`src/design/bna_pkg.sv`:
```
`default_nettype none
package bna_pkg;

	localparam int LIMB_W     = 32;
	localparam int DIGITS_DEF = 8;

	// Operation codes carried in the input tuser.
	localparam logic [2:0] K_ADD = 3'd0;
	localparam logic [2:0] K_SUB = 3'd1;
	localparam logic [2:0] K_MUL = 3'd2;
	localparam logic [2:0] K_QUO = 3'd3;
	localparam logic [2:0] K_REM = 3'd4;
	localparam logic [2:0] K_SHL = 3'd5;
	localparam logic [2:0] K_SHR = 3'd6;
	localparam logic [2:0] K_CMP = 3'd7;

	localparam logic [1:0] CMP_LT = 2'd0;
	localparam logic [1:0] CMP_EQ = 2'd1;
	localparam logic [1:0] CMP_GT = 2'd2;

	localparam logic [1:0] ST_OK    = 2'd0;
	localparam logic [1:0] ST_DIV0  = 2'd1;
	localparam logic [1:0] ST_CLAMP = 2'd2;
	localparam logic [1:0] ST_CARRY = 2'd3;

	typedef enum logic [1:0] {
		U_ADD = 2'd0,
		U_SUB = 2'd1,
		U_MAC = 2'd2
	} unit_op_t;

	typedef struct packed {
		unit_op_t op;
		logic     mul_en;
	} unit_ctl_t;

endpackage
`default_nettype wire

```
`src/design/bna_limb_unit.sv`:
```
`default_nettype none
module bna_limb_unit (
	input  wire                        clk,
	input  bna_pkg::unit_ctl_t         ctl,
	input  wire [bna_pkg::LIMB_W-1:0]  x,
	input  wire [bna_pkg::LIMB_W-1:0]  y,
	input  wire [bna_pkg::LIMB_W-1:0]  cin,
	output logic [bna_pkg::LIMB_W-1:0] lo,
	output logic [bna_pkg::LIMB_W-1:0] hi
);
	import bna_pkg::*;

	logic [2*LIMB_W-1:0] product_q;
	logic [2*LIMB_W-1:0] r;

	always_ff @(posedge clk) begin
		if (ctl.mul_en) begin
			product_q <= {{LIMB_W{1'b0}}, x} * {{LIMB_W{1'b0}}, y};
		end
	end

	// For a subtraction the upper half is all ones when a borrow occurs.
	always_comb begin
		case (ctl.op)
			U_ADD:   r = {{LIMB_W{1'b0}}, x} + {{LIMB_W{1'b0}}, y} + {{LIMB_W{1'b0}}, cin};
			U_SUB:   r = {{LIMB_W{1'b0}}, x} - {{LIMB_W{1'b0}}, y} - {{LIMB_W{1'b0}}, cin};
			U_MAC:   r = product_q + {{LIMB_W{1'b0}}, x} + {{LIMB_W{1'b0}}, cin};
			default: r = '0;
		endcase
	end

	assign lo = r[LIMB_W-1:0];
	assign hi = r[2*LIMB_W-1:LIMB_W];

endmodule
`default_nettype wire

```
`config.mk`:
```
export PLATFORM = sky130hd
export DESIGN_NAME = bna_limb_unit
export DESIGN_NICKNAME = d
export VERILOG_FILES = /design/src/design/bna_pkg.sv /design/src/design/bna_limb_unit.sv
export SDC_FILE = /design/constraint.sdc
export NUM_CORES = 2
export LEC_CHECK = 0
export ABC_AREA = 1
export BUFFER_PORTS_ARGS = -buffer_cell sky130_fd_sc_hd__buf_2
export CORE_MARGIN = 4
export CORE_UTILIZATION = 50
export CTS_BUF_LIST = sky130_fd_sc_hd__clkbuf_2 sky130_fd_sc_hd__clkbuf_4 sky130_fd_sc_hd__clkbuf_8
export CTS_CLUSTER_DIAMETER = 120
export DETAILED_ROUTE_END_ITERATION = 16
export GPL_TIMING_DRIVEN = 0
export PLACE_DENSITY = 0.78
export SETUP_SLACK_MARGIN = 0.4
export SYNTH_ARGS = -nofsm -noshare
export SYNTH_HDL_FRONTEND = slang
export SYNTH_SLANG_ARGS = --single-unit
```
`constraint.sdc`:
```
create_clock -name clk -period 11.25 [get_ports clk]
set_input_delay 0.5625 -clock clk [delete_from_list [all_inputs] [get_ports clk]]
set_output_delay 0.5625 -clock clk [all_outputs]
set_load 0.01 [all_outputs]
```
**After elaboration in Yosys (flattened, before gate mapping)**

Cells that the tools add are included.

- Add/subtract/negate cells: 6
- Multiply operators: 1
- Equal/unequal tests: 2
- Muxes and demuxes: 1
- Reductions and logical operators: 1

Operator list:

| operator | count |
|---|---|
| $pmux 64 s3 | 1 |
| $add 64x32->64 | 2 |
| $mul 32x32->64 | 1 |
| $add 33x32->34 | 1 |
| $sub 33x33->34 | 1 |
| $add 32x32->33 | 1 |
| $sub 32x32->33 | 1 |
| $eq 2x1->1 const B | 1 |
| $eq 2x2->1 const B | 1 |
| $logic_not 2->1 | 1 |

- Flip-flop bits (word level): 64
- Input port bits: 100
- Output and inout port bits: 64
- Logic and storage cells: 12

**Longest topological paths before layout**

- Depth after elaboration: 3
- Gate-level depth with buffers: 32
- Gate-level depth less buffers: 30

**Worst setup path before layout**

Ideal clock, no wire load.

- Path type: input-to-reg
- Start: input y[5] (netlist name)
- End: register product_q[61] (data pin)
- Library setup time: 0.252 ns
- Arrival: 6.385 ns
- Data required time: 10.998 ns
- Path slack: 4.613 ns
- Stages: 24
- Buffers on the path: 1
- Cells stage by stage: clkbuf_1 > nand2_1 > fa_1 > inv_1 > fa_1 > fa_1 > inv_1 > fa_1 > inv_1 > fa_1 > fa_1 > fa_1 > inv_1 > fa_1 > inv_1 > ha_1 > a21oi_1 > a21boi_0 > a21boi_0 > o21bai_1 > a21oi_1 > nand2_1 > nand2_1 > nand2_1

- Word-level cells in the longest chain between the ends: 1

RTL lines:

| item | RTL line | source |
|---|---|---|
| start: declaration | bna_limb_unit.sv:6 | `input wire [bna_pkg::LIMB_W-1:0] y,` |
| $mul 32x32->64 | bna_limb_unit.sv:18 | `product_q <= {{LIMB_W{1'b0}}, x} * {{LIMB_W{1'b0}}, y};` |
| end signal: assignment | bna_limb_unit.sv:18 |  |
| end: declaration | bna_limb_unit.sv:13 | `logic [2*LIMB_W-1:0] product_q;` |

Every way passes these cells.
A chain may end at the register's enable or synchronous reset.

**Worst setup path in the final report**

- Start: input x[11] (netlist name)
- End: register product_q[59] (data pin)

- Word-level cells in the longest chain between the ends: 1

RTL lines:

| item | RTL line | source |
|---|---|---|
| start: declaration | bna_limb_unit.sv:5 | `input wire [bna_pkg::LIMB_W-1:0] x,` |
| $mul 32x32->64 | bna_limb_unit.sv:18 |  |

Every way passes these cells.

==> metrics.yaml <==
fin_ws_ns: 2.01
largest_register: "product_q"
synth_nets: 8223
grt_usage_pct: 45.4
crit_path_end_kind: "flip-flop"
synth.top_cell.area_share_pct: 39.8
period_minus_slack_ns: 9.24
rsz0062_at_grt: "no"
fin_crit_sh_pct: 82.1
die_area_um2: 102000
met3_length_mm: 32.4
postSynthCellCount: 6737
cp-start-kind: "input pin"
synth_area_um2: 48500
grt_pass1_wl_mm: 330
hold_path_class: "input pin to flip-flop"
fin_area_um2: 51200
synth_area_leader_cell: "fa_1"
crit_fanout: 10
path_class: "input pin to flip-flop"
worst_pin_slew_ns: 1.71
fin_nets: 8398
clk_pin_slew_ns: 0.08
drt-met1-wl_mm: 82.4
initial_utilization_pct: 50.3
drtIter0Drc: 6396
ys_types: 43
post_cts_resized: 0
final-setup-viol-count: 0
violations: "max-capacitance violations, max-slew violations"
ys_seq_area_share_pct: 3.96
ant_nets: 0
antenna_found_initial: 18
overflow: 0
grt_pass1_vias: 48400
drive_gt1_share_pct: 2.98
hpwl_mm: 193
cts-root-buf: "clkbuf_8"
fmax_mhz: 108
dr.pass1.iters: 7
wl_met2_mm: 95.3
die_h_um: 320
final_util_pct: 53.0
wl_mm: 233
setup_tns_ns: 0
largest_reg_flops: 64
grt_start_max_net_pins: 65
die_w_um: 320
num_rows: 114
viasPerCell: 5.86
synth.area.top_cells: "fa_1 (40%), inv_1 (14%), nand2_1 (14%), ha_1 (11%), edfxtp_1 (4.0%)"
maxSlewViolCount: 99
status: "complete, but fails checks"
coreArea_um2: 96600
cts_tree: "yes"
postPlaceCellArea_um2: 51000
clk_path_buf_depth: 2
remaining_drc_errors: 0
vias: 48100
relSlewSlack_pct: -14.3
synth-seq-cells: 64
gp_congestion: 1.12
cts_setup_buffers: 0
holdBufCountCts: 0
numClockSinks: 64
dr.max_layer_used: "met5"
cts_buffers: 9
reg.largest.list: "product_q: 64 flops"
maxCapViolations: 9
cp.arrival_ns: 9.35
cts_htree_levels: 3
syn_to_final_growth_pct: 5.53
io_pins: 164
required_ns: 11.36
hold_viol_final: 0
io_buffers: 163
synth.avg_cell_area_um2: 7.20
yosysWarningCount: 0
wl_per_cell_um: 28.4
placement.setup.worst_slack_ns: 2.07
-- layout make-up --
type                       instances  area, um2
antenna                           14       35.0
timing repair buffer             164        833
clock buffer                       9        124
fill                            9721      45300
sequential                        64       1920
inverter                        1871       7020
tap                             1276       1600
buffer                           207        806
clock inverter                     7       93.8
multi-input combinational       4595      38800
-- synthesized netlist by cell type (all sizes together) --
master	n
inv	1871
nand2	1768
fa	964
ha	422
nor2	349
a21oi	293
nand3	235
clkbuf	200
o21ai	196
edfxtp	64
xor2	64
nand4	55
nor3	51
nand3b	35
o21bai	26
a21o	24
xnor2	21
or2	16
nor4	13
o21a	13
a21boi	10
and3	9
a31oi	8
buf	7
o211ai	6
o221ai	5
a211oi	3
and2	3
a221oi	1
a22o	1
nand2b	1
o2111ai	1
o311ai	1
or3	1
-- layout by cell type, fill, tap and decap left out, types with 4 or more instances in the layout --
| cell | count |
|---|---|
| inv_1 | 1870 |
| nand2_1 | 1763 |
| fa_1 | 964 |
| ha_1 | 422 |
| nor2_1 | 349 |
| a21oi_1 | 293 |
| nand3_1 | 235 |
| clkbuf_1 | 199 |
| o21ai_0 | 192 |
| buf_2 | 163 |
| xor2_1 | 64 |
| edfxtp_1 | 64 |
| nand4_1 | 55 |
| nor3_1 | 50 |
| nand3b_1 | 35 |
| o21bai_1 | 26 |
| a21o_1 | 24 |
| xnor2_1 | 21 |
| diode_2 | 14 |
| or2_2 | 14 |
| o21a_1 | 13 |
| nor4_1 | 13 |
| and3_1 | 9 |
| clkbuf_8 | 9 |
| a31oi_1 | 8 |
| a21boi_0 | 7 |
| o211ai_1 | 6 |
| nand2_2 | 5 |
| o221ai_1 | 5 |
| o21ai_1 | 4 |
-- metal layers --
layer	vias up	track usage, %
li1	20200	-
met3	1037	15.1
met5	-	0.139
met2	3605	66.0
met4	12	35.0
met1	23300	55.7
-- worst max-delay path, cell delays in order --
cell and delay (ns):
buf_2 0.38, clkbuf_1 1.27, nand2_1 0.12, inv_1 0.15
fa_1 0.45, fa_1 0.44, fa_1 0.54, inv_1 0.06
fa_1 0.48, inv_1 0.05, fa_1 0.50, inv_1 0.05
fa_1 0.53, inv_1 0.05, fa_1 0.50, fa_1 0.46
ha_1 0.48, a21oi_1 0.67, o21ai_0 0.36, a21oi_1 0.21
nand2_1 0.25, nand3_1 0.18, nand2_1 0.14, nand2_1 0.17
nand3_1 0.09, nand2_1 0.07, nand2_1 0.11
-- worst paths after layout --
| path | slack [ns] | start | cells after the start | end |
|---|---|---|---|---|
| worst max-delay path | 2.01 | x[11] | 27 | product_q[59] |
| worst min-delay path | 0.71 | y[0] | 2 | product_q[0] |
-- logic make-up after synthesis --
group                    count (synthesis)  synth area share (%)
AO/OA/AOI/OAI                          588                  6.58
XOR/XNOR                                85                  1.53
adder cells (fa/ha/maj)               1386                  50.6
buffers and inverters                 2078                  16.1
flip-flops                              64                  3.96
AND/OR/NAND/NOR                       2536                  21.2
-- per-stage QoR --
stage | hold WS, ns | cells
final | 0.709 | 8207
after global routing | 0.695 | 8196
after CTS | 0.682 | 8192
after detailed placement | 1.11 | 8176
after global placement | 1.08 | 8176
after floorplan | 0.675 | 6737
Power is not shown: default switching activity piles up to over one toggle a cycle in this logic, so the estimate is an artifact.
